## src/laas_pkg.sv

```systemverilog
package laas_pkg;

  localparam int MAX_PATTERN = 512;
  localparam int MAX_TEXT    = 65536;

  localparam int SYM_W      = 8;
  localparam int CFG_W      = 8;
  localparam int SCORE_W    = 16;
  localparam int GAP_W      = 18;
  localparam int TEXT_IDX_W = 17;
  localparam int PAT_IDX_W  = 10;
  localparam int MODE_W     = 2;
  localparam int CFG_IDX_W  = 2;

  localparam int COL_W     = $clog2(MAX_PATTERN);
  localparam int PAT_CNT_W = $clog2(MAX_PATTERN + 1);
  localparam int ROW_W     = $clog2(MAX_TEXT);
  localparam int TROW_W    = $clog2(MAX_TEXT + 1);

  localparam logic [MODE_W-1:0] MODE_LOAD   = 2'd0;
  localparam logic [MODE_W-1:0] MODE_TEXT   = 2'd1;
  localparam logic [MODE_W-1:0] MODE_FINISH = 2'd2;

  localparam logic [CFG_IDX_W-1:0] CFG_MATCH    = 2'd0;
  localparam logic [CFG_IDX_W-1:0] CFG_MISMATCH = 2'd1;
  localparam logic [CFG_IDX_W-1:0] CFG_GAP_OPEN = 2'd2;
  localparam logic [CFG_IDX_W-1:0] CFG_GAP_EXT  = 2'd3;

  typedef enum logic [1:0] {
    OP_LOAD,
    OP_ROW,
    OP_RED
  } op_t;

  typedef enum logic {
    ST_IDLE,
    ST_REDUCE
  } st_t;

  typedef struct packed {
    logic signed [CFG_W-1:0] match_reward;
    logic signed [CFG_W-1:0] mismatch_reward;
    logic [CFG_W-1:0]        gap_open_cost;
    logic [CFG_W-1:0]        gap_extend_cost;
  } cfg_t;

  // One word handed from a cell to its right neighbor.
  typedef struct packed {
    logic                    valid;
    op_t                     kind;
    logic [SYM_W-1:0]        sym;
    logic [SCORE_W-1:0]      h;      // H of left cell, or best value of a reduce token
    logic signed [GAP_W-1:0] e;      // E of left cell
    logic [SCORE_W-1:0]      diag;   // H of left cell in the previous row
    logic [ROW_W-1:0]        row;    // text row, or best row of a reduce token
    logic [COL_W-1:0]        col;    // column counter of a reduce token
    logic [COL_W-1:0]        bcol;   // best column of a reduce token
    logic                    found;
  } link_t;

endpackage

```

## src/laas_cell.sv

```systemverilog
module laas_cell (
  input  logic            clk,
  input  logic            rst_n,
  input  logic            clr,
  input  laas_pkg::cfg_t  cfg,
  input  laas_pkg::link_t lnk_in,
  output laas_pkg::link_t lnk_out
);

  logic                                      act_r, act_nxt;
  logic [laas_pkg::SYM_W-1:0]                pat_r, pat_nxt;
  logic [laas_pkg::SCORE_W-1:0]              hup_r, hup_nxt;
  logic signed [laas_pkg::GAP_W-1:0]         fup_r, fup_nxt;
  logic [laas_pkg::SCORE_W-1:0]              bv_r, bv_nxt;
  logic [laas_pkg::ROW_W-1:0]                brow_r, brow_nxt;
  laas_pkg::link_t                           lnk_r, lnk_nxt;

  logic signed [laas_pkg::GAP_W-1:0] s_v, e_ext, e_opn, e_v, f_ext, f_opn, f_v;
  logic signed [laas_pkg::GAP_W-1:0] d_v, h_v;
  logic [laas_pkg::SCORE_W-1:0]      h16;
  logic                              take;

  // cell arithmetic for one matrix entry
  always_comb begin
    s_v   = (pat_r == lnk_in.sym) ?
            laas_pkg::GAP_W'(cfg.match_reward) : laas_pkg::GAP_W'(cfg.mismatch_reward);
    e_ext = lnk_in.e - $signed(laas_pkg::GAP_W'(cfg.gap_extend_cost));
    e_opn = $signed(laas_pkg::GAP_W'(lnk_in.h)) -
            $signed(laas_pkg::GAP_W'(cfg.gap_open_cost));
    e_v   = (e_opn > e_ext) ? e_opn : e_ext;
    f_ext = fup_r - $signed(laas_pkg::GAP_W'(cfg.gap_extend_cost));
    f_opn = $signed(laas_pkg::GAP_W'(hup_r)) -
            $signed(laas_pkg::GAP_W'(cfg.gap_open_cost));
    f_v   = (f_opn > f_ext) ? f_opn : f_ext;
    d_v   = $signed(laas_pkg::GAP_W'(lnk_in.diag)) + s_v;
    h_v   = d_v;
    if (e_v > h_v) h_v = e_v;
    if (f_v > h_v) h_v = f_v;
    if (h_v < 0) h_v = '0;
    if (h_v > $signed(laas_pkg::GAP_W'({laas_pkg::SCORE_W{1'b1}}))) begin
      h_v = laas_pkg::GAP_W'({laas_pkg::SCORE_W{1'b1}});
    end
    h16 = h_v[laas_pkg::SCORE_W-1:0];
  end

  // a column best wins on a larger value, or the same value in an earlier row
  assign take = act_r && (bv_r != '0) &&
                ((bv_r > lnk_in.h) || ((bv_r == lnk_in.h) && (brow_r < lnk_in.row)));

  always_comb begin
    act_nxt  = act_r;
    pat_nxt  = pat_r;
    hup_nxt  = hup_r;
    fup_nxt  = fup_r;
    bv_nxt   = bv_r;
    brow_nxt = brow_r;
    lnk_nxt  = lnk_in;
    if (lnk_in.valid) begin
      case (lnk_in.kind)
        laas_pkg::OP_LOAD: begin
          if (!act_r) begin
            act_nxt       = 1'b1;
            pat_nxt       = lnk_in.sym;
            lnk_nxt.valid = 1'b0;
          end
        end
        laas_pkg::OP_ROW: begin
          lnk_nxt.h    = h16;
          lnk_nxt.e    = e_v;
          lnk_nxt.diag = hup_r;
          hup_nxt      = h16;
          fup_nxt      = f_v;
          if (h16 > bv_r) begin
            bv_nxt   = h16;
            brow_nxt = lnk_in.row;
          end
        end
        laas_pkg::OP_RED: begin
          if (take) begin
            lnk_nxt.h     = bv_r;
            lnk_nxt.row   = brow_r;
            lnk_nxt.bcol  = lnk_in.col;
            lnk_nxt.found = 1'b1;
          end
          lnk_nxt.col = lnk_in.col + 1'b1;
        end
        default: begin
        end
      endcase
    end
  end

  always_ff @(posedge clk) begin
    if (!rst_n || clr) begin
      act_r <= 1'b0;
      hup_r <= '0;
      fup_r <= '0;
      bv_r  <= '0;
      lnk_r <= '0;
    end else begin
      act_r <= act_nxt;
      hup_r <= hup_nxt;
      fup_r <= fup_nxt;
      bv_r  <= bv_nxt;
      lnk_r <= lnk_nxt;
    end
  end

  always_ff @(posedge clk) begin
    pat_r  <= pat_nxt;
    brow_r <= brow_nxt;
  end

  assign lnk_out = lnk_r;

endmodule

```

## config.mk

```make
export PLATFORM = sky130hd
export DESIGN_NAME = laas_cell
export DESIGN_NICKNAME = d
export VERILOG_FILES = /design/src/laas_pkg.sv /design/src/laas_cell.sv
export SDC_FILE = /design/constraint.sdc
export NUM_CORES = 1
export LEC_CHECK = 0
export BUFFER_PORTS_ARGS = -buffer_cell sky130_fd_sc_hd__buf_2
export CAP_MARGIN = 20
export CELL_PAD_IN_SITES_DETAIL_PLACEMENT = 1
export CELL_PAD_IN_SITES_GLOBAL_PLACEMENT = 1
export CORE_MARGIN = 1.5
export CORE_UTILIZATION = 43
export DETAILED_ROUTE_END_ITERATION = 8
export PLACE_DENSITY = 0.84
export SLEW_MARGIN = 20
export SYNTH_ARGS = -nofsm -noshare
export SYNTH_HDL_FRONTEND = slang
export SYNTH_SLANG_ARGS = --single-unit
```

## constraint.sdc

```tcl
create_clock -name clk -period 16.25 [get_ports clk]
set_clock_uncertainty 0.1 [all_clocks]
set_input_delay 0.8125 -clock clk [delete_from_list [all_inputs] [get_ports clk]]
set_output_delay 0.8125 -clock clk [all_outputs]
set_load 0.1 [all_outputs]
```

Yosys cells after proc, flatten, opt, wreduce, memory -nomap -nowiden
Index checks and enable logic that the tools add are counted.
{ "word_totals": {"ff_bits": 171, "input_bits": 131, "out_inout_bits": 96, "wordCells": 66} }
{ "classes": {"n_addsub": 6, "order_cmp": 9, "n_eq_ne": 4, "n_mux": 16, "bitwise": 2, "reduce_logical": 13} }
{ "op_table": {"columns": ["op", "n"], "rows": [
  ["$mux 18", 6],
  ["$mux 85", 1],
  ["$mux 16", 3],
  ["$gt 17x18->1", 2],
  ["$gt 18x18->1", 2],
  ["$sub 18x9->18", 2],
  ["$mux 35", 1],
  ["$mux 34", 1],
  ["$sub 16x8->17", 2],
  ["$gt 16x16->1", 2],
  ["$pmux 16 s2", 1],
  ["$add 17x18->18", 1],
  ["$gt 18x17->1 const B", 1],
  ["$lt 18x1->1 const B", 1],
  ["$eq 16x16->1", 1],
  ["$lt 16x16->1", 1],
  ["$reduce_bool 16->1", 1],
  ["$mux 10", 1],
  ["$add 9x1->9 const B", 1],
  ["$eq 8x8->1", 1],
  ["$reduce_and 3->1", 2],
  ["$reduce_and 2->1", 2],
  ["$logic_and 1x1->1", 3],
  ["$eq 2x1->1 const B", 1],
  ["other kinds (7)", 10]
]} }

Longest topological paths before layout
{ "logic_depth": {"ltp_word": 13, "ltp_mapped": 70, "ltp_nobuf": 63} }

Worst setup path before layout
No wires, ideal clock.
{ "synth_path": {"path_kind": "in2reg", "startpoint": "input lnk_in[51] in the netlist's numbering", "endpoint": "register bv_r[10] in the netlist's numbering", "setup_ns": 0.117, "arrival_time_ns": 12.958, "t_required_ns": 16.033, "slack_ns": 3.075, "stages": 67, "path_buffers": 8, "cell_sequence": "inv_1 ha_1 inv_1 fa_1 a21o_1 a21oi_1 o21bai_1 a21oi_1 o21bai_1 a2111oi_0 xnor2_1 ha_1 a21o_1 a21oi_1 o211ai_1 o21ai_0 o311a_1 o21ai_1 (+31 left out) buf_6 buf_6 o21ai_2 and2_1 ha_1 a21oi_1 nor2b_1 o21ai_0 nand2b_1 a21oi_1 nor2b_1 o21ai_0 nand2b_1 a21oi_1 a221oi_1 nor2_1 clkbuf_1 a22o_1"} }
{ "synth_between": {"elab_chain_cells": 13} }
{ "synth_lines": {"columns": ["element", "line_no", "rtl"], "rows": [
  ["start, declared", "laas_cell.sv:6", "input laas_pkg::link_t lnk_in,"],
  ["$sub 18x9->18 (*)", "laas_cell.sv:27", "e_ext = lnk_in.e - $signed(laas_pkg::GAP_W'(cfg.gap_extend_cost));"],
  ["$gt 17x18->1", "laas_cell.sv:30", "e_v = (e_opn > e_ext) ? e_opn : e_ext;"],
  ["$mux 18 (*)", "laas_cell.sv:30", null],
  ["$gt 18x18->1", "laas_cell.sv:37", "if (e_v > h_v) h_v = e_v;"],
  ["$mux 18 (*)", "laas_cell.sv:37", null],
  ["$gt 18x18->1", "laas_cell.sv:38", "if (f_v > h_v) h_v = f_v;"],
  ["$mux 18 (*)", "laas_cell.sv:38", null],
  ["$lt 18x1->1", "laas_cell.sv:39", "if (h_v < 0) h_v = '0;"],
  ["$mux 18 (*)", "laas_cell.sv:39", null],
  ["$gt 18x17->1", "laas_cell.sv:40", "if (h_v > $signed(laas_pkg::GAP_W'({laas_pkg::SCORE_W{1'b1}}))) begin"],
  ["$mux 16 (*)", "laas_cell.sv:40", null],
  ["named net h_v (one bit)", "laas_cell.sv:19", "logic signed [laas_pkg::GAP_W-1:0] d_v, h_v;"],
  ["$gt 16x16->1 (*)", "laas_cell.sv:73", "if (h16 > bv_r) begin"],
  ["$reduce_and 3->1 (no source line) (*)", null, null],
  ["end signal, assigned", "laas_cell.sv:104", "bv_r <= bv_nxt;"],
  ["end, declared", "laas_cell.sv:14", "logic [laas_pkg::SCORE_W-1:0] bv_r, bv_nxt;"]
]} }
Mark *: on every way through the listed nets, which the timed path passes. The rest lies on a longest branch.
A chain may end at the register's enable or synchronous reset.

Final worst setup path
{ "layout_path": {"startpoint": "input lnk_in[51] in the netlist's numbering", "endpoint": "register bv_r[6] in the netlist's numbering"} }
{ "layout_between": {"elab_chain_cells": 13} }
{ "layout_lines": {"columns": ["element", "line_no"], "rows": [
  ["$sub 18x9->18 (*)", "laas_cell.sv:27"],
  ["$gt 17x18->1", "laas_cell.sv:30"],
  ["$mux 18 (*)", "laas_cell.sv:30"],
  ["$gt 18x18->1", "laas_cell.sv:37"],
  ["$mux 18 (*)", "laas_cell.sv:37"],
  ["$gt 18x18->1", "laas_cell.sv:38"],
  ["$mux 18 (*)", "laas_cell.sv:38"],
  ["$lt 18x1->1", "laas_cell.sv:39"],
  ["$mux 18 (*)", "laas_cell.sv:39"],
  ["$gt 18x17->1", "laas_cell.sv:40"],
  ["$mux 16 (*)", "laas_cell.sv:40"],
  ["$gt 16x16->1", "laas_cell.sv:73"],
  ["$reduce_and 3->1 (no source line)", null]
]} }
Mark *: on every way between the ends. The rest lies on a longest branch, timed or not.

==> qor.txt <==
status = finished, final reports clean
Worst path max stage delay = 0.84 ns
Layout area overhead = 16.04%
clock-pin slew on the worst setup and hold paths = 0.08 ns
synth top area cells = dfxtp_1 23%, ha_1 16%, nand2_1 6.2%
Pins Over Slew Limit = 0
Overflow after GRT = 0
Max Fanout on Critical Path = 19
Placer Congestion = 0.9622
Core Region = 0.02956 mm2
setup tns final = 0 ns
full die area = 0.03096 mm2
clk_lat worst skew = 0.45 ns
Port Buffer Count = 226
critical path capture point type = flop
Setup CP Type = in2reg
CTS Hold Bufs = 0
vias in the first global route = 13140
worst-case clock buffer depth = 2
distinct cell type count after synthesis = 80
Initial Util = 43.51%
top-level port count = 227
Yosys top cell area share = 22.88%
post_cts resized = 0
Seq/Total Area, Yosys = 28.48%
Synth Flop Type = dfxtp_1
CTS tree = done
GRT Util Overall = 30.14%
worst hold path class = reg2reg
number of post-CTS setup repair buffers = 0
Post-Syn Area = 0.01286 mm2
startpoint types = input port
first-pass GRT wire length = 72.17 mm
Die Ht = 176.0 um
Reg-to-Reg Start = pat_r[7]$_DFFE_PP_
critical path arrival = 14.95 ns
largest net degree at the start of global routing = 71
wire per inst = 21.80 um
First-pass DRT Iterations = 5
Worst path slowest cell = and3_1
layout net count = 2059
max_cap viols = 0
Post-Syn Instances = 1559
EDFF count, synth = 24
routed vias = 12780
Yosys reg bits = 171
Final HPWL DP = 37.14 mm
clk root buf = clkbuf_16
Worst slew margin = 31.22%
required time worst endpoint = 16.55 ns
syn_area_per_cell = 8.250 um2
H-tree level count = 4
Fin. Hold Viols = 0
layout cell share with drive strength beyond 1 = 17.54%
Tmin final = 14.65 ns
Max Clock Freq = 68.24 MHz
DRC viols = 0
worst slew pin tran = 1.028 ns
cell mode on critical path = o21ai_0
die width = 176.0 um
via/cell ratio = 5.920
Detail Route Antenna Nets = 0
# rows = 63
Hold Startpoint = fup_r[2]$_SDFFE_PP0P_
Num Clock Sinks = 171
final worst path period share = 90.18%
final wirelength = 47.05 mm
YS warnings = 0
CP Launch Point = lnk_in[51]
CTS buffer count = 17
initial antenna violation count = 1
Final setup viols = 0
Synth area leader = dfxtp_1
ys async rst share = 0%
Synth Net Count = 1864
RSZ-0062 raised after global routing = false
Iteration-0 DRC Markers = 950
synth_stat cells (5+ instances only):
| cell | n |
|---|---|
| a211oi_1 | 11 |
| a21boi_0 | 7 |
| a21o_1 | 34 |
| a21oi_1 | 140 |
| a22o_1 | 24 |
| a22oi_1 | 8 |
| a32oi_1 | 9 |
| and2_1 | 18 |
| and3_1 | 13 |
| buf_1 | 5 |
| clkbuf_1 | 48 |
| dfxtp_1 | 147 |
| edfxtp_1 | 24 |
| fa_1 | 5 |
| ha_1 | 169 |
| inv_1 | 129 |
| mux2_2 | 9 |
| mux2i_1 | 22 |
| nand2_1 | 213 |
| nand2b_1 | 19 |
| nand3_1 | 22 |
| nand4_1 | 26 |
| nor2_1 | 95 |
| nor2b_1 | 27 |
| nor3_1 | 27 |
| nor4_1 | 14 |
| o211ai_1 | 8 |
| o21a_1 | 17 |
| o21ai_0 | 60 |
| o21bai_1 | 6 |
| o2bb2ai_1 | 14 |
| or3_1 | 23 |
| xnor2_1 | 43 |
| xor2_1 | 36 |
state kept, by name, summed over array words and instances (netlist names):
name	cells
bv_r	16
pat_r	8
hup_r	16
lnk_out	96
fup_r	18
brow_r	16
act_r	1
final timing paths:
check	end	slack, ns	depth (start not counted)
worst max-delay path	bv_r[6]$_SDFFE_PP0P_	1.60	62
worst min-delay path	fup_r[2]$_SDFFE_PP0P_	0.36	2
worst max register to register	bv_r[6]$_SDFFE_PP0P_	2.83	54
worst min register to register	fup_r[2]$_SDFFE_PP0P_	0.36	2
worst max-delay path, delay by kind of cell:
family                   cells  cell delay (ns)
AND/OR/NAND/NOR             12             3.63
multiplexers                 1             0.16
buffers and inverters        4             0.47
XOR/XNOR                     1             0.17
AO/OA/AOI/OAI               38             8.10
adder cells (fa/ha/maj)      6             1.59
cell type report:
type | instances | area (um2)
flip-flops and latches | 171 | 3664
fillers | 3665 | 14630
multi-input cells | 1202 | 8513
repair buffers | 233 | 1184
clock buffers | 19 | 454.2
inverters | 129 | 484.2
well taps | 390 | 488.0
diodes | 1 | 2.502
clock inverters | 13 | 136.4
cell usage in the layout, fill, tap and decap left out, types with 36 or more instances in the layout:
cell	Yosys	final
a21oi_1	140	140
buf_2	1	226
dfxtp_1	147	147
ha_1	169	169
inv_1	129	129
nand2_1	213	211
nor2_1	95	92
o21ai_0	60	60
xnor2_1	43	43
xor2_1	36	36
layer usage:
layer | global-route usage (%) | vias to the layer above | wire [um]
met5 | 0 | - | 0
met1 | 37.92 | 6197 | 19730
met3 | 5.835 | 126 | 3452
met4 | 14.49 | 0 | 2055
met2 | 49.51 | 520 | 21810
li1 | - | 5933 | -
through the flow:
| step | util (%) | area (um2) | instances | hold slack (ns) | setup WS [ns] |
|---|---|---|---|---|---|
| after global routing | 50.49 | 14930 | 2158 | 0.3974 | 0.2393 |
| after floorplan | - | 12860 | 1559 | 0.3363 | 3.075 |
| final | 50.49 | 14930 | 2158 | 0.3639 | 1.596 |
| after CTS | 50.45 | 14910 | 2157 | 0.3677 | 1.513 |
| after global placement | 48.44 | 14320 | 2125 | 0.3472 | 1.964 |
| after detailed placement | 48.45 | 14320 | 2125 | 0.3567 | 1.263 |
logic make-up after synthesis:
kind of cell / count (synthesis) / share of synthesized area [%]
muxes: 31 / 2.500
adders and majority gates: 174 / 17.22
and+or+nand+nor: 517 / 19.23
AOI/OAI and AO/OA: 401 / 21.61
xor gates and xnor gates: 79 / 5.379
buffers and inverters: 186 / 5.584
DFF: 171 / 28.48
Power is left out: the tool's default activity adds up to more than one toggle a clock period on the data nets, which glitch-free logic cannot reach.
